===== src/sv/bms_pkg.sv =====
// Shared types and constants of the merge sorter.
`timescale 1ns / 1ps

package bms_pkg;

    // Width of one stored element.
    localparam int VALUE_W = 32;

    // Default number of elements that one set may hold.
    localparam int DEFAULT_CAPACITY = 64;

    // Sequencer states.
    typedef enum logic [2:0] {
        ST_LOAD,
        ST_START,
        ST_PASS_SETUP,
        ST_MERGE,
        ST_EMIT
    } state_t;

    // Memory controls from the sequencer.
    typedef struct packed {
        logic wr_a;   // write the element memory
        logic wr_b;   // write the scratch memory
        logic rd_en;  // update the read registers of both memories
        logic src_b;  // the scratch memory holds the current source data
    } ram_ctl_t;

endpackage


===== src/sv/bms_ram.sv =====
// Storage array with one write port and two registered read ports.
`timescale 1ns / 1ps

module bms_ram
    import bms_pkg::*;
#(
    parameter int DEPTH = DEFAULT_CAPACITY
) (
    input  logic                       clk,
    input  logic                       wr_en,
    input  logic [$clog2(DEPTH)-1:0]   waddr,
    input  logic [VALUE_W-1:0]         wdata,
    input  logic                       rd_en,
    input  logic [$clog2(DEPTH)-1:0]   raddr0,
    input  logic [$clog2(DEPTH)-1:0]   raddr1,
    output logic [VALUE_W-1:0]         rdata0,
    output logic [VALUE_W-1:0]         rdata1
);

    logic [VALUE_W-1:0] mem [DEPTH];

    // Write port.
    always_ff @(posedge clk)
    begin
        if (wr_en)
        begin
            mem[waddr] <= wdata;
        end
    end

    // Read ports; the data holds while no read is issued.
    always_ff @(posedge clk)
    begin
        if (rd_en)
        begin
            rdata0 <= mem[raddr0];
            rdata1 <= mem[raddr1];
        end
    end

endmodule


===== config.mk =====
export PLATFORM = sky130hd
export DESIGN_NAME = bms_ram
export DESIGN_NICKNAME = d
export VERILOG_FILES = /design/src/sv/bms_pkg.sv /design/src/sv/bms_ram.sv
export SDC_FILE = /design/constraint.sdc
export NUM_CORES = 2
export LEC_CHECK = 0
export BUFFER_PORTS_ARGS = -buffer_cell sky130_fd_sc_hd__buf_2
export CAP_MARGIN = 30
export CORE_MARGIN = 2
export CORE_UTILIZATION = 60
export CTS_BUF_LIST = sky130_fd_sc_hd__clkbuf_8
export CTS_CLUSTER_SIZE = 20
export DETAILED_ROUTE_END_ITERATION = 10
export PLACE_DENSITY = 0.76
export SYNTH_ARGS = -nofsm -noshare
export SYNTH_HDL_FRONTEND = slang
export SYNTH_SLANG_ARGS = --single-unit

===== constraint.sdc =====
create_clock -name clk -period 4.5 [get_ports clk]
set_input_delay 0.45 -clock clk [delete_from_list [all_inputs] [get_ports clk]]
set_output_delay 0.45 -clock clk [all_outputs]
set_load 0.05 [all_outputs]

* After elaboration in Yosys (flattened, before gate mapping)
Memories as Yosys holds them, arrays and structs flattened. A register that Yosys moved wholly into a read port is not among the register bits. Index checks and enable logic that the tools add are counted.
Storage, ports and cells: register bits 0, memory bits (writable) 2048, output and inout port bits 64, word-level logic and storage cells 3, memories 1
Operators by class: multiplexer cells 2
Memory list:
- mem | depth 64, width 32, read ports 2, clocked after memory_dff 2, wr ports 1, line bms_ram.sv:20 | logic [VALUE_W-1:0] mem [DEPTH];
Operators with widths (number):
- 1-bit 2-to-1 mux | 2

* Logic depth before layout (Yosys ltp)
depth in word-level cells 2, depth in mapped cells 10

* Least setup slack after synthesis
No wires, ideal clock.
path kind input to register, start input waddr[3], end memory mem[48][0] (enable), setup time 461 ps, data arrival time 3180 ps, data required time 4039 ps, setup slack 859 ps, stages on the path 4, cells stage by stage clkbuf_1 nor2b_1 nand4b_1 nor3_1
RTL lines:
- start, declared | line bms_ram.sv:11 | input logic [$clog2(DEPTH)-1:0] waddr,
- end, declared | line bms_ram.sv:20
No word-level cell before the write port.

==> run_summary.xml <==
<?xml version="1.0" encoding="UTF-8"?>
<metrics>
  <group name="global_routing">
    <metric name="grt_max_degree" unit="">73</metric>
    <metric name="globalRouteOverflowTotal" unit="">0</metric>
    <metric name="number_of_global_route_vias_before_repair" unit="">54100</metric>
    <metric name="grtUsageTotal" unit="">0.357</metric>
    <metric name="antenna_found_initial" unit="">23</metric>
    <metric name="global_route_wire_length_before_repair" unit="um">403000</metric>
  </group>
  <group name="routing">
    <metric name="final_antenna_net_count" unit="">0</metric>
    <metric name="count_of_tritonroute_iterations_in_the_first_routing_pass" unit="">6</metric>
    <metric name="detail_route.wl_per_cell" unit="um">40.2</metric>
    <metric name="post_drt_via_cell_ratio" unit="">7.56</metric>
    <metric name="number_of_remaining_drc_errors" unit="">0</metric>
    <metric name="postRouteWirelength" unit="um">287000</metric>
    <metric name="drt_iter0_drc" unit="">9098</metric>
    <metric name="dr_total_vias" unit="">54000</metric>
  </group>
  <group name="placement">
    <metric name="dp_worst_setup_slack" unit="ns">0.955</metric>
    <metric name="hpwl" unit="um">167000</metric>
    <metric name="buffer_ports.inserted" unit="">116</metric>
    <metric name="finalWeightedCongestion" unit="">0.876</metric>
  </group>
  <group name="clock_network">
    <metric name="cts_tree" unit="">done</metric>
    <metric name="cts_buffers" unit="">344</metric>
    <metric name="cts-htree-levels" unit="">5</metric>
    <metric name="ctsResizeCount" unit="">0</metric>
    <metric name="worstSkewPairLatency" unit="ns">1.08</metric>
    <metric name="cts-root-buf" unit="">sky130_fd_sc_hd__clkbuf_8</metric>
    <metric name="post-cts-setup-buffers" unit="">0</metric>
    <metric name="hold_buffers" unit="">12</metric>
    <metric name="max-clock-path-buffers" unit="">4</metric>
    <metric name="cts_clock_pin_slew_for_the_worst_setup_and_hold_paths" unit="ns">0.06</metric>
    <metric name="numClockSinks" unit="">2112</metric>
  </group>
  <group name="logic_synthesis">
    <metric name="post_synth_num_cell_types" unit="">37</metric>
    <metric name="mappedNetlistArea" unit="um^2">96300</metric>
    <metric name="synth_top_cells_by_area" unit="">sky130_fd_sc_hd__edfxtp_1 66%, sky130_fd_sc_hd__mux4_2 26%, sky130_fd_sc_hd__mux2i_1 2.1%</metric>
    <metric name="yosys_warnings" unit="">0</metric>
    <metric name="synth_enable_flop_cells" unit="">2112</metric>
    <metric name="ys_seq_area_frac" unit="">0.659</metric>
    <metric name="top_reg_cell_synth" unit="">sky130_fd_sc_hd__edfxtp_1</metric>
    <metric name="synth_fp_nets" unit="">4465</metric>
    <metric name="synth.top_cell.area_share" unit="">0.659</metric>
    <metric name="postSynth.asyncResetShare" unit="">0</metric>
    <metric name="syn_inst" unit="">4412</metric>
    <metric name="cell_type_contributing_the_most_total_cell_area_after_synthesis" unit="">sky130_fd_sc_hd__edfxtp_1</metric>
    <metric name="yosys_register_bits" unit="">2112</metric>
    <metric name="postSynthAreaPerCell" unit="um^2">21.8</metric>
  </group>
  <group name="sta">
    <metric name="clock-skew-final" unit="ns">0.0518</metric>
    <metric name="fin_tns_setup" unit="ns">0</metric>
    <metric name="hold_viol_final" unit="">0</metric>
    <metric name="grt_setup_unrepaired" unit="">no</metric>
    <metric name="worst_slew_margin_rel" unit="">0.249</metric>
    <metric name="clock.fmax" unit="MHz">367</metric>
    <metric name="tightestPinTransition" unit="ns">1.13</metric>
    <metric name="finalWorstPathRequiredPeriod" unit="ns">2.72</metric>
    <metric name="holdWs" unit="ns">0.0849</metric>
    <metric name="timing.final.setup_violations" unit="">0</metric>
    <metric name="timing.final.max_slew_violations" unit="">0</metric>
    <metric name="post-route-worst-setup-slack" unit="ns">1.78</metric>
    <metric name="final.period_utilization" unit="">0.605</metric>
  </group>
  <group name="floorplan">
    <metric name="core.rowCount" unit="">147</metric>
    <metric name="die_y" unit="um">405</metric>
    <metric name="chipWidth" unit="um">405</metric>
    <metric name="area_of_the_core" unit="um^2">160000</metric>
    <metric name="io_pins" unit="">117</metric>
    <metric name="initial_cell_density_of_the_core" unit="">0.602</metric>
    <metric name="floorplan.die_area" unit="um^2">164000</metric>
  </group>
  <group name="final_layout">
    <metric name="nNetsFinal" unit="">4866</metric>
    <metric name="filler_cells_inserted" unit="">9831</metric>
    <metric name="final_layout_size_suffix_gt1_frac" unit="">0.399</metric>
    <metric name="area_growth_syn_to_layout" unit="%">12.2</metric>
  </group>
  <group name="flow_run">
    <metric name="timing.max_cap.violations" unit="">0</metric>
  </group>
  <group name="setup_path">
    <metric name="crit_fanout" unit="">33</metric>
    <metric name="worst-endpoint-arrival" unit="ns">3.63</metric>
    <metric name="timing.critical_path.max_delay_family" unit="">compound AO/OA/AOI/OAI gates</metric>
    <metric name="highest_cell_delay_on_the_worst_timing_path" unit="ns">0.83</metric>
    <metric name="timing.critical_path.required" unit="ns">5.41</metric>
    <metric name="critical_path.n_buffers_inverters" unit="">3</metric>
    <metric name="cell_by_cell_listing_of_the_critical_path" unit="">dlygate4sd3_1 -&gt; buf_2 -&gt; buf_4 -&gt; nor2_1 -&gt; o21ai_0 -&gt; a21oi_1 -&gt; o32a_1</metric>
    <metric name="worstSetupEndpointType" unit="">flop</metric>
    <metric name="worst_setup_path_start_kind" unit="">input pin</metric>
    <metric name="critical-path-slowest-cell" unit="">sky130_fd_sc_hd__nor2_1</metric>
    <metric name="worstSetupPathType" unit="">in2reg</metric>
  </group>
  <group name="pwr">
    <metric name="leakage" unit="uW">0.0345</metric>
    <metric name="power_density" unit="nW/um^2">381</metric>
    <metric name="post-layout-total-power" unit="uW">41200</metric>
    <metric name="ir_worst_vdd" unit="mV">0.302</metric>
  </group>
  <group name="hold_path">
    <metric name="hp-class" unit="">in2reg</metric>
  </group>
  <group name="run_status">
    <metric name="status" unit="">finished clean</metric>
  </group>
</metrics>
report_power, final:
part,switching [uW],total [uW],internal (uW)
combinational,2270,3810,1540
sequential,116,22000,21900
clock,7500,15400,7900
path summary, 6_finish.rpt:
kind / from / to / slack (ns) / cells past startpoint
worst max-delay path: raddr0[4] / rdata0[20] / 1.78 / 7
worst min-delay path: waddr[1] / mem[49][29] / 0.08 / 3
worst max register to register: mem[9][20] / rdata1[20] / 1.88 / 4
worst min register to register: mem[39][11] / rdata0[11] / 0.91 / 4
metrics by stage:
| step | utilization | std cells | area, um^2 |
|---|---|---|---|
| CTS | 0.670 | 7087 | 107000 |
| finish | 0.675 | 7143 | 108000 |
| global route | 0.675 | 7139 | 108000 |
| global placement | 0.630 | 6480 | 101000 |
| detailed placement | 0.632 | 6494 | 101000 |
| floorplan | - | 4412 | 96300 |
synthesized netlist by cell type, types with 13 or more instances:
cell and number:
sky130_fd_sc_hd__buf_4 55, sky130_fd_sc_hd__o21ai_0 18, sky130_fd_sc_hd__mux2i_1 204, sky130_fd_sc_hd__nor2b_1 19
sky130_fd_sc_hd__a211oi_1 15, sky130_fd_sc_hd__nand2_1 93, sky130_fd_sc_hd__a22oi_1 85, sky130_fd_sc_hd__mux2_2 36
sky130_fd_sc_hd__buf_1 25, sky130_fd_sc_hd__a221oi_1 13, sky130_fd_sc_hd__edfxtp_1 2112, sky130_fd_sc_hd__a21oi_1 58
sky130_fd_sc_hd__nor2_1 94, sky130_fd_sc_hd__buf_2 121, sky130_fd_sc_hd__o21ai_1 31, sky130_fd_sc_hd__mux4_2 1124
sky130_fd_sc_hd__clkbuf_1 135, sky130_fd_sc_hd__o221ai_1 16, sky130_fd_sc_hd__o211ai_1 27, sky130_fd_sc_hd__o22ai_1 56
registers in the layout, indices dropped and copies added, names as in the netlist:
register	count
mem	2048
rdata1	32
rdata0	32
cell type report:
type / count / area (um^2) / share of cell area
timing repair buffer: 402 / 4230 / 0.0392
inverter: 1 / 3.75 / 0.0000347
multi-input combinational: 1952 / 31600 / 0.293
clock inverter: 229 / 1240 / 0.0115
tap: 2086 / 2610 / 0.0242
antenna: 9 / 22.5 / 0.000208
sequential: 2112 / 63400 / 0.587
clock buffer: 352 / 4840 / 0.0448
cell families after synthesis:
group,after synthesis,share of synthesized area
muxes,1364,0.288
DFF,2112,0.659
buffers and inverters,348,0.0181
and+or+nand+nor,248,0.0113
AOI/OAI and AO/OA,340,0.0238
worst min-delay path, cell delays in order:
cell and delay (ns):
sky130_fd_sc_hd__buf_2 0.20, sky130_fd_sc_hd__nor3_2 0.08, sky130_fd_sc_hd__buf_4 0.21
placed cells by master (no fill, tap or decap), types with 12 or more instances in the layout:
| cell | n |
|---|---|
| sky130_fd_sc_hd__edfxtp_1 | 2112 |
| sky130_fd_sc_hd__mux4_2 | 1124 |
| sky130_fd_sc_hd__clkbuf_8 | 352 |
| sky130_fd_sc_hd__mux2i_1 | 204 |
| sky130_fd_sc_hd__buf_4 | 147 |
| sky130_fd_sc_hd__buf_2 | 107 |
| sky130_fd_sc_hd__buf_12 | 98 |
| sky130_fd_sc_hd__inv_1 | 97 |
| sky130_fd_sc_hd__nand2_1 | 92 |
| sky130_fd_sc_hd__a22oi_1 | 85 |
| sky130_fd_sc_hd__clkinv_1 | 75 |
| sky130_fd_sc_hd__nor2_4 | 63 |
| sky130_fd_sc_hd__a21oi_1 | 58 |
| sky130_fd_sc_hd__o22ai_1 | 56 |
| sky130_fd_sc_hd__clkinv_2 | 40 |
| sky130_fd_sc_hd__mux2_2 | 36 |
| sky130_fd_sc_hd__dlygate4sd3_1 | 34 |
| sky130_fd_sc_hd__nor2_1 | 31 |
| sky130_fd_sc_hd__o21ai_1 | 31 |
| sky130_fd_sc_hd__o211ai_1 | 27 |
| sky130_fd_sc_hd__o21ai_0 | 18 |
| sky130_fd_sc_hd__nor2b_1 | 16 |
| sky130_fd_sc_hd__o221ai_1 | 16 |
| sky130_fd_sc_hd__a211oi_1 | 15 |
| sky130_fd_sc_hd__a221oi_1 | 13 |
| sky130_fd_sc_hd__bufinv_16 | 12 |
per-layer routing:
layer,routed length [um],GRT usage,vias up
li1,-,-,20400
met1,96400,0.488,28300
met2,133000,0.530,4485
met3,45700,0.131,780
met4,12400,0.140,20
met5,117,0,-
No activity file was read; power rests on OpenSTA's default activity.
