--- src/sv/bms_pkg.sv ---
// Shared types and constants of the merge sorter.
`timescale 1ns / 1ps

package bms_pkg;

    // Width of one stored element.
    localparam int VALUE_W = 32;

    // Default number of elements that one set may hold.
    localparam int DEFAULT_CAPACITY = 64;

    // Sequencer states.
    typedef enum logic [2:0] {
        ST_LOAD,
        ST_START,
        ST_PASS_SETUP,
        ST_MERGE,
        ST_EMIT
    } state_t;

    // Memory controls from the sequencer.
    typedef struct packed {
        logic wr_a;   // write the element memory
        logic wr_b;   // write the scratch memory
        logic rd_en;  // update the read registers of both memories
        logic src_b;  // the scratch memory holds the current source data
    } ram_ctl_t;

endpackage

--- src/sv/bms_ctrl.sv ---
// Sequencer of the sorter: loading, merge passes and emission.
`timescale 1ns / 1ps

module bms_ctrl
    import bms_pkg::*;
#(
    parameter int CAPACITY = DEFAULT_CAPACITY
) (
    input  logic                          clk,
    input  logic                          rst_n,
    // Input items
    input  logic                          s_tvalid,
    output logic                          s_tready,
    input  logic [VALUE_W-1:0]            s_value,
    input  logic                          s_last,
    // Configuration
    input  logic                          cfg_wr_en,
    input  logic                          cfg_wr_data,
    // Heads of the two runs from the source memory
    input  logic [VALUE_W-1:0]            head_a,
    input  logic [VALUE_W-1:0]            head_b,
    // Result item control
    input  logic                          m_tready,
    output logic                          m_tvalid,
    output logic                          m_tlast,
    output logic                          m_tuser,
    // Memory access
    output ram_ctl_t                      ram_ctl,
    output logic [$clog2(CAPACITY)-1:0]   waddr,
    output logic [VALUE_W-1:0]            wdata,
    output logic [$clog2(CAPACITY)-1:0]   raddr0,
    output logic [$clog2(CAPACITY)-1:0]   raddr1
);

    localparam int AW = $clog2(CAPACITY);
    // One bit above the address so the run width can reach the next power of two.
    localparam int CW = $clog2(CAPACITY) + 1;
    localparam int EW = CW + 2;

    state_t          state_reg, state_next;
    logic [CW-1:0]   count_reg, count_next;
    logic            dropped_reg, dropped_next;
    logic            ascending_reg, ascending_next;
    logic [CW-1:0]   width_reg, width_next;
    logic [CW-1:0]   lo_reg, lo_next;
    logic [CW-1:0]   a_reg, a_next;       // left run pointer, emit index
    logic [CW-1:0]   b_reg, b_next;       // right run pointer
    logic [CW-1:0]   pos_reg, pos_next;   // write index, results left to emit
    logic            src_b_reg, src_b_next;
    logic            out_valid_reg, out_valid_next;
    logic            out_last_reg, out_last_next;
    logic            out_ovf_reg, out_ovf_next;

    logic [EW-1:0]   lo_e, w_e, n_e, a_e, b_e, pos_inc_e;
    logic [EW-1:0]   sum_mid, sum_hi, sum_nb;
    logic [EW-1:0]   mid_e, hi_e, nb_e;
    logic [CW-1:0]   pos_inc;
    logic            a_ok, b_ok, take_a, pair_done, pass_done;
    logic            load_acc, issue, sort_done;

    // Run bounds of the pair being merged, clamped to the set size.
    always_comb
    begin
        lo_e      = EW'(lo_reg);
        w_e       = EW'(width_reg);
        n_e       = EW'(count_reg);
        a_e       = EW'(a_reg);
        b_e       = EW'(b_reg);
        pos_inc   = pos_reg + CW'(1);
        pos_inc_e = EW'(pos_inc);
        sum_mid   = lo_e + w_e;
        sum_hi    = lo_e + (w_e << 1);
        mid_e     = (sum_mid < n_e) ? sum_mid : n_e;
        hi_e      = (sum_hi < n_e) ? sum_hi : n_e;
        sum_nb    = hi_e + w_e;
        nb_e      = (sum_nb < n_e) ? sum_nb : n_e;
        a_ok      = a_e < mid_e;
        b_ok      = b_e < hi_e;
        take_a    = a_ok && (!b_ok || !($signed(head_b) < $signed(head_a)));
        pair_done = pos_inc_e == hi_e;
        pass_done = hi_e == n_e;
        sort_done = w_e >= n_e;
    end

    assign s_tready = (state_reg == ST_LOAD);
    assign load_acc = s_tvalid && s_tready;
    assign issue    = (state_reg == ST_EMIT) && (!out_valid_reg || m_tready);

    // Next state.
    always_comb
    begin
        state_next = state_reg;
        unique case (state_reg)
            ST_LOAD:
            begin
                if (load_acc && s_last)
                begin
                    state_next = ST_START;
                end
            end
            ST_START:
            begin
                if (!out_valid_reg)
                begin
                    state_next = ST_PASS_SETUP;
                end
            end
            ST_PASS_SETUP:
            begin
                state_next = sort_done ? ST_EMIT : ST_MERGE;
            end
            ST_MERGE:
            begin
                if (pair_done && pass_done)
                begin
                    state_next = ST_PASS_SETUP;
                end
            end
            ST_EMIT:
            begin
                if (issue && (pos_reg == CW'(1)))
                begin
                    state_next = ST_LOAD;
                end
            end
            default:
            begin
                state_next = ST_LOAD;
            end
        endcase
    end

    // Datapath controls and register updates per state.
    always_comb
    begin
        count_next     = count_reg;
        dropped_next   = dropped_reg;
        ascending_next = cfg_wr_en ? cfg_wr_data : ascending_reg;
        width_next     = width_reg;
        lo_next        = lo_reg;
        a_next         = a_reg;
        b_next         = b_reg;
        pos_next       = pos_reg;
        src_b_next     = src_b_reg;
        out_last_next  = out_last_reg;
        out_ovf_next   = out_ovf_reg;
        out_valid_next = (out_valid_reg && m_tready) ? 1'b0 : out_valid_reg;
        ram_ctl.wr_a   = 1'b0;
        ram_ctl.wr_b   = 1'b0;
        ram_ctl.rd_en  = 1'b0;
        ram_ctl.src_b  = src_b_reg;
        waddr          = pos_reg[AW-1:0];
        wdata          = take_a ? head_a : head_b;
        unique case (state_reg)
            ST_LOAD:
            begin
                waddr = count_reg[AW-1:0];
                wdata = s_value;
                if (load_acc)
                begin
                    if (count_reg < CW'(CAPACITY))
                    begin
                        ram_ctl.wr_a = 1'b1;
                        count_next   = count_reg + CW'(1);
                    end
                    else
                    begin
                        dropped_next = 1'b1;
                    end
                end
            end
            ST_START:
            begin
                // The previous set's final result may still sit in the read register.
                if (!out_valid_reg)
                begin
                    width_next = CW'(1);
                    src_b_next = 1'b0;
                end
            end
            ST_PASS_SETUP:
            begin
                if (sort_done)
                begin
                    // Emission walks the final run from either end.
                    a_next   = ascending_reg ? '0 : count_reg - CW'(1);
                    pos_next = count_reg;
                end
                else
                begin
                    ram_ctl.rd_en = 1'b1;
                    lo_next       = '0;
                    a_next        = '0;
                    b_next        = width_reg;
                    pos_next      = '0;
                end
            end
            ST_MERGE:
            begin
                ram_ctl.rd_en = 1'b1;
                ram_ctl.wr_a  = src_b_reg;
                ram_ctl.wr_b  = !src_b_reg;
                pos_next      = pos_inc;
                if (take_a)
                begin
                    a_next = a_reg + CW'(1);
                end
                else
                begin
                    b_next = b_reg + CW'(1);
                end
                if (pair_done)
                begin
                    if (pass_done)
                    begin
                        width_next = width_reg << 1;
                        src_b_next = !src_b_reg;
                    end
                    else
                    begin
                        // Go straight on with the next pair of runs.
                        lo_next = hi_e[CW-1:0];
                        a_next  = hi_e[CW-1:0];
                        b_next  = nb_e[CW-1:0];
                    end
                end
            end
            ST_EMIT:
            begin
                if (issue)
                begin
                    ram_ctl.rd_en  = 1'b1;
                    out_valid_next = 1'b1;
                    out_last_next  = pos_reg == CW'(1);
                    out_ovf_next   = dropped_reg;
                    pos_next       = pos_reg - CW'(1);
                    a_next         = ascending_reg ? a_reg + CW'(1) : a_reg - CW'(1);
                    if (pos_reg == CW'(1))
                    begin
                        count_next   = '0;
                        dropped_next = 1'b0;
                    end
                end
            end
            default:
            begin
            end
        endcase
    end

    // Read addresses: the run heads for the next cycle, or the emit index.
    always_comb
    begin
        raddr0 = a_next[AW-1:0];
        raddr1 = b_next[AW-1:0];
        if (state_reg == ST_EMIT)
        begin
            raddr0 = a_reg[AW-1:0];
        end
    end

    assign m_tvalid = out_valid_reg;
    assign m_tlast  = out_last_reg;
    assign m_tuser  = out_ovf_reg;

    // Control registers.
    always_ff @(posedge clk or negedge rst_n)
    begin
        if (!rst_n)
        begin
            state_reg     <= ST_LOAD;
            count_reg     <= '0;
            dropped_reg   <= 1'b0;
            ascending_reg <= 1'b1;
            width_reg     <= '0;
            lo_reg        <= '0;
            a_reg         <= '0;
            b_reg         <= '0;
            pos_reg       <= '0;
            src_b_reg     <= 1'b0;
            out_valid_reg <= 1'b0;
            out_last_reg  <= 1'b0;
            out_ovf_reg   <= 1'b0;
        end
        else
        begin
            state_reg     <= state_next;
            count_reg     <= count_next;
            dropped_reg   <= dropped_next;
            ascending_reg <= ascending_next;
            width_reg     <= width_next;
            lo_reg        <= lo_next;
            a_reg         <= a_next;
            b_reg         <= b_next;
            pos_reg       <= pos_next;
            src_b_reg     <= src_b_next;
            out_valid_reg <= out_valid_next;
            out_last_reg  <= out_last_next;
            out_ovf_reg   <= out_ovf_next;
        end
    end

endmodule

--- config.mk ---
export PLATFORM = sky130hd
export DESIGN_NAME = bms_ctrl
export DESIGN_NICKNAME = d
export VERILOG_FILES = /design/src/sv/bms_pkg.sv /design/src/sv/bms_ctrl.sv
export SDC_FILE = /design/constraint.sdc
export NUM_CORES = 1
export LEC_CHECK = 0
export ABC_AREA = 1
export BUFFER_PORTS_ARGS = -buffer_cell sky130_fd_sc_hd__buf_4
export CAP_MARGIN = 5
export CORE_ASPECT_RATIO = 0.8
export CORE_MARGIN = 2
export CORE_UTILIZATION = 44
export CTS_CLUSTER_SIZE = 28
export DETAILED_ROUTE_END_ITERATION = 16
export HOLD_SLACK_MARGIN = 0.05
export PLACE_DENSITY_LB_ADDON = 0.1
export SLEW_MARGIN = 20
export SYNTH_ARGS = -nofsm -noshare
export SYNTH_HDL_FRONTEND = slang
export SYNTH_SLANG_ARGS = --single-unit
--- constraint.sdc ---
create_clock -name clk -period 8.8 [get_ports clk]
set_clock_uncertainty 0.15 [all_clocks]
set_input_delay 1.76 -clock clk [delete_from_list [all_inputs] [get_ports clk]]
set_output_delay 1.76 -clock clk [all_outputs]
set_load 0.02 [all_outputs]
# [Word level (Yosys, flattened, before mapping)]
# Index checks and enable logic that the tools add are counted.
[op_classes] n_addsub=10 multipliers=0 n_div=0 order_cmp=8 n_eq_ne=20 shifts=0 muxes=61 bitwise_logic=0 reduce_logical=26
[ops] cell="7-bit two-way mux" n=24
[ops] cell="32-bit two-way mux" n=2
[ops] cell="7-bit one-hot mux with 2 select lines" n=4
[ops] cell="7-bit one-hot mux with 3 select lines" n=2
[ops] cell="32-bit < comparator" n=1
[ops] cell="7-bit by 1-bit adder with 7-bit output, second input constant" n=4
[ops] cell="2-bit != test, second input constant" n=11
[ops] cell="7-bit by 1-bit subtractor with 7-bit output, second input constant" n=3
[ops] cell="9-bit by 7-bit < comparator with 1-bit output" n=2
[ops] cell="1-bit two-way mux" n=15
[ops] cell="3-bit two-way mux" n=5
[ops] cell="3-bit one-hot mux with 5 select lines" n=1
[ops] cell="6-bit two-way mux" n=2
[ops] cell="4-bit AND reduction" n=3
[ops] cell="5-bit AND reduction" n=2
[ops] cell="7-bit by 8-bit adder with 9-bit output" n=1
[ops] cell="9-bit by 7-bit adder with 9-bit output" n=1
[ops] cell="7-bit by 9-bit == test with 1-bit output" n=1
[ops] cell="9-bit by 7-bit == test with 1-bit output" n=1
[ops] cell="7-bit by 9-bit < comparator with 1-bit output" n=1
[ops] cell="9-bit two-way mux" n=1
[ops] cell="7-bit by 7-bit adder with 8-bit output" n=1
[ops] cell="7-bit by 8-bit < comparator with 1-bit output" n=1
[ops] cell="8-bit by 7-bit < comparator with 1-bit output" n=1
[ops] cell="17 further kinds" n=35
[word_totals] regBits=51 latchBits=0 ramBits=0 mem_bits_ro=0 output_inout_bits=58 memories=0

# [Longest topological paths before layout]
# Gate-level depths: netlist of the first run.
[logic_depth] word_depth=12 ltp_mapped=34

# [Least setup slack after synthesis of the first run]
# No wires, ideal clock.
[synth_path] path_kind="register to output" start="register width_reg[2]" end="output port raddr1[3]" arrival_time_ps=5020 t_required_ps=6890 slack_ps=1870 path_stages_with_launch=31 n_path_buf=2 path_cell_list="dfrtp_1 -> ha_1 -> a21oi_1 -> nand2_1 -> xor2_1 -> ha_1 -> nand2_1 -> o21bai_1 -> o21bai_2 -> nand3_4 -> o21ai_0 -> nand2_2 -> ha_1 -> fa_1 -> nand3_1 -> nand2_1 -> xor2_1 -> ha_1 -> nand2_1 -> inv_1 -> o2111ai_1 -> o211ai_1 -> a21oi_1 -> o221ai_1 -> clkbuf_1 -> nand2_1 -> o21ai_0 -> a21oi_1 -> nand2_1 -> nand3_1 -> buf_4"
[synth_between] elab_chain_cells=11 word_cells_on_any_way=22
[synth_lines] item="start, declared" line_no="bms_ctrl.sv:44" rtl="logic [CW-1:0] width_reg, width_next;"
[synth_lines] item="start signal, assigned" line_no="bms_ctrl.sv:291" rtl="width_reg <= width_next;"
[synth_lines] item="parallel branches: the longest is 10 deep, another holds 7-bit by 8-bit adder with 9-bit output"
[synth_lines] item="7-bit one-hot mux with 2 select lines (*)" line_no="bms_ctrl.sv:154" rtl="unique case (state_reg)"
[synth_lines] item="end, declared" line_no="bms_ctrl.sv:32" rtl="output logic [$clog2(CAPACITY)-1:0] raddr1"
# Every way passes the cells marked *. The select of a mux whose other input is x is not followed.

# [Final worst setup path of the first run]
[layout_path] start="register width_reg[2]" end="output port raddr1[0]"
# Same word-level chain as after synthesis.

==> results of run 1 <==
## cell families after synthesis
group,Yosys count,share of synthesized area
simple gates,503,0.3073
compound gates,264,0.2039
buf+inv,179,0.1002
fa+ha+maj,101,0.1763
flops,51,0.1751
xor+xnor,31,0.03721
## layout make-up
cell class | count | area (µm²)
well taps | 220 | 275.3
repair buffers | 170 | 1276
multi-input cells | 899 | 5295
flip-flops and latches | 51 | 1277
clock buffers | 5 | 125.1
inverters | 138 | 518.0
fillers | 1689 | 7582
clock inverters | 3 | 46.29
## worst max-delay path by stage
stage	to	slack, ns	cells past startpoint
3_3_place_gp	raddr1[0]	1.19	28
3_5_place_dp	raddr1[0]	1.07	28
2_1_floorplan	raddr1[3]	1.87	30
5_1_grt	raddr1[0]	0.13	28
6_report	raddr1[0]	0.69	28
4_1_cts	raddr1[0]	0.72	28
## routing by layer
metal	global-route usage	up-vias	wire (µm)
li1	-	4057	-
met1	0.4227	3686	11940
met2	0.4253	307	10470
met3	0.04521	36	1975
met4	0.06190	0	448
met5	0	-	0
## power breakdown
| part | leakage, nW | internal [mW] | switching (mW) |
|---|---|---|---|
| Combinational | 4.01 | 0.693 | 1.20 |
| Clock | 0.0804 | 0.136 | 0.107 |
| Sequential | 0.647 | 0.287 | 0.0907 |
| Total | 4.73 | 1.12 | 1.40 |
## per-stage QoR
stage | area, µm² | worst slack (ns)
floorplan | 7296 | 1.870
global placement | 8642 | 1.187
detailed placement | 8642 | 1.070
CTS | 8813 | 0.7222
global route | 8813 | 0.1295
finish | 8813 | 0.6928
## cell usage in the layout, fill, tap and decap left out, types with 16 or more instances in the layout
cell type,Yosys,layout
nand2_1,278,278
dfrtp_1,50,50
xor2_1,26,26
nand2_2,16,16
ha_1,98,98
nand3_1,64,64
nor2_1,93,92
o21ai_0,104,104
inv_1,127,127
o21ai_1,38,38
a21oi_1,67,67
buf_4,9,170
## critical path: cells and delay by family (launching register included)
kind | cells | cell delay (ns)
compound gates | 10 | 2.05
buf+inv | 2 | 0.24
xor+xnor | 2 | 0.50
fa+ha+maj | 5 | 1.71
simple gates | 9 | 0.95
flops | 1 | 0.46
==> run summary, run 1 <==
RSZ-0062 raised after global routing: no
maximum level of the CTS H-tree: 2
CP Launch Type: flip-flop
Post-Syn Area: 7296 µm²
Nets: 1469
leakage power: 4.735 nW
r2r setup slk: 2.84 ns
hold violation total from the final report: 0
synthesized instance count: 1129
TritonCTS clock tree: yes
Post-synth EDFFs: 0
syn_nets: 1333
critical path class: flip-flop to output pin
Crit path arrival time: 6.20 ns
Residual DRC: 0
clock root cell: clkbuf_16
Clock Latency Late Sink: 0.31 ns
critical path fanouts, max: 14
Final period util: 0.9213
routed vias: 8086
Reg clk slew, reported paths: 0.09 ns
top-count cell post-synth: nand2_1
Synth top cells by count: 278 x nand2_1, 127 x inv_1, 104 x o21ai_0, 98 x ha_1, 93 x nor2_1
Inserted Diodes: 0
CTS buffer count: 5
end of the worst hold path: m_tlast
Final Max Tran Viols: 0
syn avg cell area: 6.462 µm²
clk buf depth: 2
max-slew headroom at the worst pin: 0.3471
total gr overflow: 0
Synth async-reset ratio: 1.000
Worst Hold Depth: 2
iteration-0 DRC count of the detailed router: 677
Wirelength per Cell: 16.72 µm
vias in the first global route: 7569
sequential area share after synthesis: 0.1751
layout cells sized above 1: 0.1761
PortBufs: 160
# resized after CTS: 0
yosys warns: 0
Pwr Density: 285.7 nW/µm²
Total Wirelength: 24840 µm
Routed Antenna Nets: 0
Post-Place Cells: 1478
fmax: 123.3 MHz
Total Power: 2.518 mW
pin count of the biggest net entering global routing: 52
DP Wirelength: 19240 µm
Hold WS: 0.3398 ns
max incr delay on CP: 0.66 ns
top post-synthesis cells by area: dfrtp_1 17%, ha_1 17%, nand2_1 14%
final setup vio count: 0
worst r2r dst: b_reg[0]
Hold Buf Count CTS: 0
Core Region: 16400 µm²
Synth top area share: 0.1715
Yosys top cell by area: dfrtp_1
placer congestion estimate: 0.9211
hold crit path type: flip-flop to flip-flop
VDD IR max: 0.1846 mV
starting density of the core: 0.4450
Layout Cells excl Fill: 1486
die height: 119.2 µm
I/O pins: 161
setup TNS: 0 ns
Die W: 148.0 µm
Pre-antenna DRT Iters: 5
Overall Global Routing Usage: 0.2824
Yosys reg bits: 51
Post-CTS Repair Setup Buffers: 0
count of max-cap constraint violations: 0
hold wc startpoint: m_tlast
fin util: 0.5375
# rows: 42
Via density: 5.441
initial antenna violation count: 0
post-route minimum period: 8.107 ns
worst flop-to-flop path startpoint: width_reg[2]
Worst Setup SP: width_reg[2]
Worst Tran Pin Value: 0.9782 ns
Crit-path slowest cell: o221ai_1
r2r worst-path depth: 27
Setup crit end kind: output pin
Area Overhead vs Synth: 20.80%
Top FF cell, synth: dfrtp_1
Critical Path RT: 6.89 ns
first-pass GRT wire length: 40130 µm
Die Area: 17630 µm²
Netlist cell types: 55
status: finished, final reports clean
clk sinks: 51
No activity file was read; power rests on OpenSTA's default activity.
==> inputs of run 2 (changes only) <==
Settings changed: BUFFER_PORTS_ARGS -buffer_cell sky130_fd_sc_hd__buf_4 to -buffer_cell sky130_fd_sc_hd__buf_2.
==> run 2 against run 1 <==
  * Critical endpoint unchanged
  * Register-to-register slack about the same
  * Fmax down 0.26%
  * Flip-flop and latch count is the same
  * Combinational power decreased by 8%
  * Highest routed layer unchanged
  * Wire length fell by 3.0%
==> run summary, run 2 (synthesized netlist as in run 1, its figures left out) <==
Inserted Diodes: 0 (unchanged)
layout cells sized above 1: 0.1760 (about the same)
count of max-cap constraint violations: 0 (unchanged)
critical path class: flip-flop to output pin
Residual DRC: 0 (unchanged)
Pwr Density: 280.3 nW/µm² (-1.9%)
PortBufs: 160 (unchanged)
# resized after CTS: 0 (unchanged)
delay-heaviest family, CP: compound AO/OA/AOI/OAI gates
pin count of the biggest net entering global routing: 52 (unchanged)
Post-CTS Repair Setup Buffers: 0 (unchanged)
clock root cell: clkbuf_16
hold violation total from the final report: 0 (unchanged)
clk sinks: 51 (unchanged)
post-route minimum period: 8.129 ns (+0.02139 ns)
maximum level of the CTS H-tree: 2 (unchanged)
CP Launch Type: flip-flop
Clock Latency Late Sink: 0.30 ns (about the same)
Pre-antenna DRT Iters: 5 (unchanged)
RSZ-0062 raised after global routing: no
vias in the first global route: 7331 (-3.1%)
Reg clk slew, reported paths: 0.07 ns (-0.02 ns)
# rows: 42 (unchanged)
max-slew headroom at the worst pin: 0.2959 (-0.05125)
max incr delay on CP: 0.67 ns (about the same)
hold crit path type: flip-flop to flip-flop
I/O pins: 161 (unchanged)
Final Max Tran Viols: 0 (unchanged)
Layout Cells excl Fill: 1487 (+0.067%)
CTS buffer count: 5 (unchanged)
Total Wirelength: 24090 µm (-3.0%)
Fill cells: 1700 (+0.65%)
first-pass GRT wire length: 38480 µm (-4.1%)
Post-Place Cells: 1479 (+0.068%)
Bufs and invs on worst path: 2 (unchanged)
Worst Tran Pin Value: 1.056 ns (+0.07795 ns)
Reg area: 1277 µm² (unchanged)
Critical Path RT: 6.89 ns (about the same)
leading cell type in the layout, fill and taps excluded: nand2_1
placer congestion estimate: 0.9280 (+0.75%)
TritonCTS clock tree: yes
total gr overflow: 0 (unchanged)
starting density of the core: 0.4450 (unchanged)
Routed Antenna Nets: 0 (unchanged)
routed vias: 7974 (-1.4%)
fmax: 123.0 MHz (-0.26%)
Hold Buf Count CTS: 0 (unchanged)
Wirelength per Cell: 16.20 µm (-3.1%)
Overall Global Routing Usage: 0.2727 (-0.009709)
leakage power: 4.609 nW (-2.7%)
die height: 119.2 µm (unchanged)
setup TNS: 0 ns (unchanged)
DP Wirelength: 18770 µm (-2.5%)
Nets: 1470 (+0.068%)
Multi-input gate area: 5295 µm² (unchanged)
Core Region: 16400 µm² (unchanged)
Crit path arrival time: 6.22 ns (+0.02 ns)
Final period util: 0.9237 (+0.002431)
Area Overhead vs Synth: 15.35%
clk buf depth: 2 (unchanged)
commonest cells after routing, fill and taps aside: 278 x nand2_1, 160 x buf_2, 127 x inv_1
initial antenna violation count: 0 (unchanged)
Die W: 148.0 µm (unchanged)
iteration-0 DRC count of the detailed router: 510 (-25%)
Crit-path slowest cell: o221ai_1
VDD IR max: 0.1835 mV (-0.63%)
status: finished, final reports clean
final setup vio count: 0 (unchanged)
Setup crit end kind: output pin
Via density: 5.362 (-1.5%)
critical path fanouts, max: 14 (unchanged)
Die Area: 17630 µm² (unchanged)
==> run 2: stage by stage <==
step | setup WS (ns) | hold slack (ns) | cell area, µm² | power (mW) | utilization
2_1_floorplan | 1.870 | 0.2939 | 7296 | 1.659 | -
3_3_place_gp | 1.167 | 0.3020 | 8249 | 2.111 | 0.5031
3_5_place_dp | 1.065 | 0.3083 | 8249 | 2.114 | 0.5031
4_1_cts | 0.7221 | 0.3277 | 8416 | 2.356 | 0.5133
5_1_grt | 0.05010 | 0.3421 | 8416 | 2.587 | 0.5133
6_report | 0.6714 | 0.3206 | 8416 | 2.359 | 0.5133
==> run 2: tightest hold or removal path: cells and delay by family, from the launching register on <==
family,cells,cell delay [ns]
DFF,1,0.34
and+or+nand+nor,2,0.10
==> run 2: where the power goes <==
| part | switching, mW | internal [mW] |
|---|---|---|
| Combinational | 1.18 | 0.568 |
| Clock | 0.0982 | 0.135 |
| Sequential | 0.0904 | 0.287 |
| Total | 1.37 | 0.990 |
==> run 2: cell type report <==
cell class                      instances  share of cell area
Tap cell                              220             0.03271
Inverter                              138             0.06155
Timing Repair Buffer                  171              0.1050
Multi-Input combinational cell        899              0.6292
Sequential cell                        51              0.1518
Clock buffer                            6             0.01531
Clock inverter                          2            0.004460
==> run 2: path summary, 6_finish.rpt <==
path	start	endpoint	slack (ns)	depth (start not counted)
max in group asynchronous	rst_n	pos_reg[4]	6.53	2
worst max register to register	width_reg[2]	b_reg[4]	2.84	28
min in group asynchronous	rst_n	b_reg[1]	1.43	2
worst max-delay path	width_reg[2]	raddr1[0]	0.67	28
worst min-delay path	m_tuser	m_tuser	0.32	2
worst min register to register	m_tuser	m_tuser	0.32	2
==> run 2: layer usage <==
layer | global-route usage | wire [µm]
met1 | 0.4064 | 11560
met2 | 0.4161 | 10130
met3 | 0.04598 | 2030
met4 | 0.05060 | 374
met5 | 0 | 0
==> inputs of run 3 (changes only) <==
Settings changed: CORE_UTILIZATION 44 to 57.
==> run 3 against run 2 <==
  * Global-route usage grew 7.3 points
  * Hold slack gained 0.014 ns
  * Final area shrank 0.88%
  * Largest cell class unchanged
  * Critical path depth is the same
  * Sequential share of layout area grew 0.13 points
  * Combinational power is essentially flat
  * Worst setup slack gained 0.14 ns
  * Power shrank 0.62%
  * Register-to-register slack gained 0.15 ns
  * Die area shrank 22%
  * Clock power shrank 8%
  * Largest power group unchanged
  * Critical endpoint unchanged
==> run summary, run 3 (synthesized netlist as in run 1, its figures left out) <==
status: finished, final reports clean
Nets: 1470 (unchanged)
Hold Buf Count CTS: 0 (unchanged)
count of max-cap constraint violations: 0 (unchanged)
VDD IR max: 0.1964 mV (+7.1%)
I/O pins: 161 (unchanged)
hold crit path type: flip-flop to flip-flop
clock power share: 0.092 (-0.007)
vias in the first global route: 7654 (+4.4%)
Reg clk slew, reported paths: 0.08 ns (about the same)
Residual DRC: 0 (unchanged)
commonest cells after routing, fill and taps aside: 278 x nand2_1, 160 x buf_2, 127 x inv_1
# rows: 36 (-14%)
Core Region: 12340 µm² (-25%)
P_sw: 1.380 mW (+0.86%)
max incr delay on CP: 0.47 ns (-0.20 ns)
# resized after CTS: 0 (unchanged)
Crit path arrival time: 6.08 ns (-0.14 ns)
Final Max Tran Viols: 0 (unchanged)
clk sinks: 51 (unchanged)
first-pass GRT wire length: 37970 µm (-1.3%)
Worst Tran Pin Value: 1.019 ns (-0.03716 ns)
leakage power: 4.607 nW (about the same)
CTS buffer count: 5 (unchanged)
Final period util: 0.9082 (-0.01552)
Total Wirelength: 23020 µm (-4.4%)
setup TNS: 0 ns (unchanged)
Post-CTS Repair Setup Buffers: 0 (unchanged)
Sw Share: 0.5888 (+0.008622)
Layout Cells excl Fill: 1438 (-3.3%)
sequential power share: 0.161 (about the same)
CP Launch Type: flip-flop
routed vias: 8196 (+2.8%)
max-slew headroom at the worst pin: 0.3207 (+0.02477)
hold violation total from the final report: 0 (unchanged)
Routed Antenna Nets: 0 (unchanged)
final setup vio count: 0 (unchanged)
layout cells sized above 1: 0.1776 (+0.001579)
RSZ-0062 raised after global routing: no
TritonCTS clock tree: yes
iteration-0 DRC count of the detailed router: 795 (+56%)
fmax: 125.1 MHz (+1.7%)
pin count of the biggest net entering global routing: 52 (unchanged)
Area Overhead vs Synth: 14.34%
PortBufs: 160 (unchanged)
Critical Path RT: 6.89 ns (about the same)
leading cell type in the layout, fill and taps excluded: nand2_1
Clock Latency Late Sink: 0.31 ns (about the same)
Crit-path slowest cell: dfrtp_1
maximum level of the CTS H-tree: 2 (unchanged)
Pwr Density: 281.0 nW/µm² (+0.26%)
placer congestion estimate: 0.9528 (+2.7%)
Inserted Diodes: 0 (unchanged)
Via density: 5.700 (+6.3%)
Die Area: 13730 µm² (-22%)
combinational power share: 0.747 (+0.006)
Setup crit end kind: output pin
initial antenna violation count: 0 (unchanged)
Wirelength per Cell: 16.01 µm (-1.2%)
die height: 105.2 µm (-12%)
DP Wirelength: 17880 µm (-4.7%)
clock root cell: clkbuf_16
Pre-antenna DRT Iters: 7 (+2)
Overall Global Routing Usage: 0.3453 (+0.07253)
P_int: 0.9639 mW (-2.7%)
Post-Place Cells: 1430 (-3.3%)
Die W: 130.5 µm (-12%)
critical path fanouts, max: 14 (unchanged)
clk buf depth: 2 (unchanged)
r2r setup slk: 2.99 ns (+0.15 ns)
total gr overflow: 0 (unchanged)
critical path class: flip-flop to output pin
starting density of the core: 0.5911 (+0.1462)
post-route minimum period: 7.992 ns (-0.1366 ns)
==> run 3: worst paths after layout <==
check,start,end,cells after the start
max in group asynchronous,rst_n,pos_reg[2],2
min reg2reg,m_tuser,m_tuser,2
max,width_reg[2],raddr1[0],28
min in group asynchronous,rst_n,a_reg[2],2
min,m_tuser,m_tuser,2
max reg2reg,width_reg[2],b_reg[0],27
==> run 3: area by class of cell <==
class / instances / area (µm²)
Tap cell: 171 / 214.0
Clock inverter: 3 / 22.52
Multi-Input combinational cell: 899 / 5301
Timing Repair Buffer: 171 / 883.3
Fill cell: 1149 / 4000
Inverter: 138 / 518.0
Clock buffer: 5 / 125.1
Sequential cell: 51 / 1277
==> run 3: routing by layer <==
| metal | vias up | routed length [µm] | share of wire | global-route usage |
|---|---|---|---|---|
| met5 | - | 0 | 0 | 0 |
| met4 | 0 | 512 | 0.022 | 0.09195 |
| met3 | 56 | 2375 | 0.10 | 0.06810 |
| met2 | 437 | 9858 | 0.43 | 0.5279 |
| met1 | 3648 | 10270 | 0.45 | 0.4946 |
| li1 | 4055 | - | - | - |
==> run 3: critical path: cells and delay by family, from the launching register on <==
kind	cells	cell delay, ns
AO/OA/AOI/OAI	10	1.83
XOR/XNOR	2	0.51
adder cells (fa/ha/maj)	5	1.71
buffers and inverters	2	0.25
flip-flops	1	0.47
AND/OR/NAND/NOR	9	0.97
==> run 3: through the flow <==
step / util / total power, mW / area [µm²] / setup WS, ns / hold WS, ns
finish: 0.6759 / 2.344 / 8342 / 0.8080 / 0.3350
global route: 0.6759 / 2.562 / 8342 / 0.3280 / 0.3636
CTS: 0.6754 / 2.318 / 8335 / 0.5789 / 0.3288
detailed placement: 0.6634 / 2.097 / 8188 / 0.9423 / 0.3105
global placement: 0.6634 / 2.076 / 8188 / 1.170 / 0.3027
floorplan: - / 1.659 / 7296 / 1.870 / 0.2939
==> run 3: power groups by stage <==
stage | sequential (mW) | clock (mW) | combinational, mW
6_report | 0.378 | 0.215 | 1.75
5_1_grt | 0.387 | 0.226 | 1.95
4_1_cts | 0.373 | 0.216 | 1.73
3_5_place_dp | 0.378 | 0 | 1.72
3_3_place_gp | 0.376 | 0 | 1.70
2_1_floorplan | 0.342 | 0 | 1.32
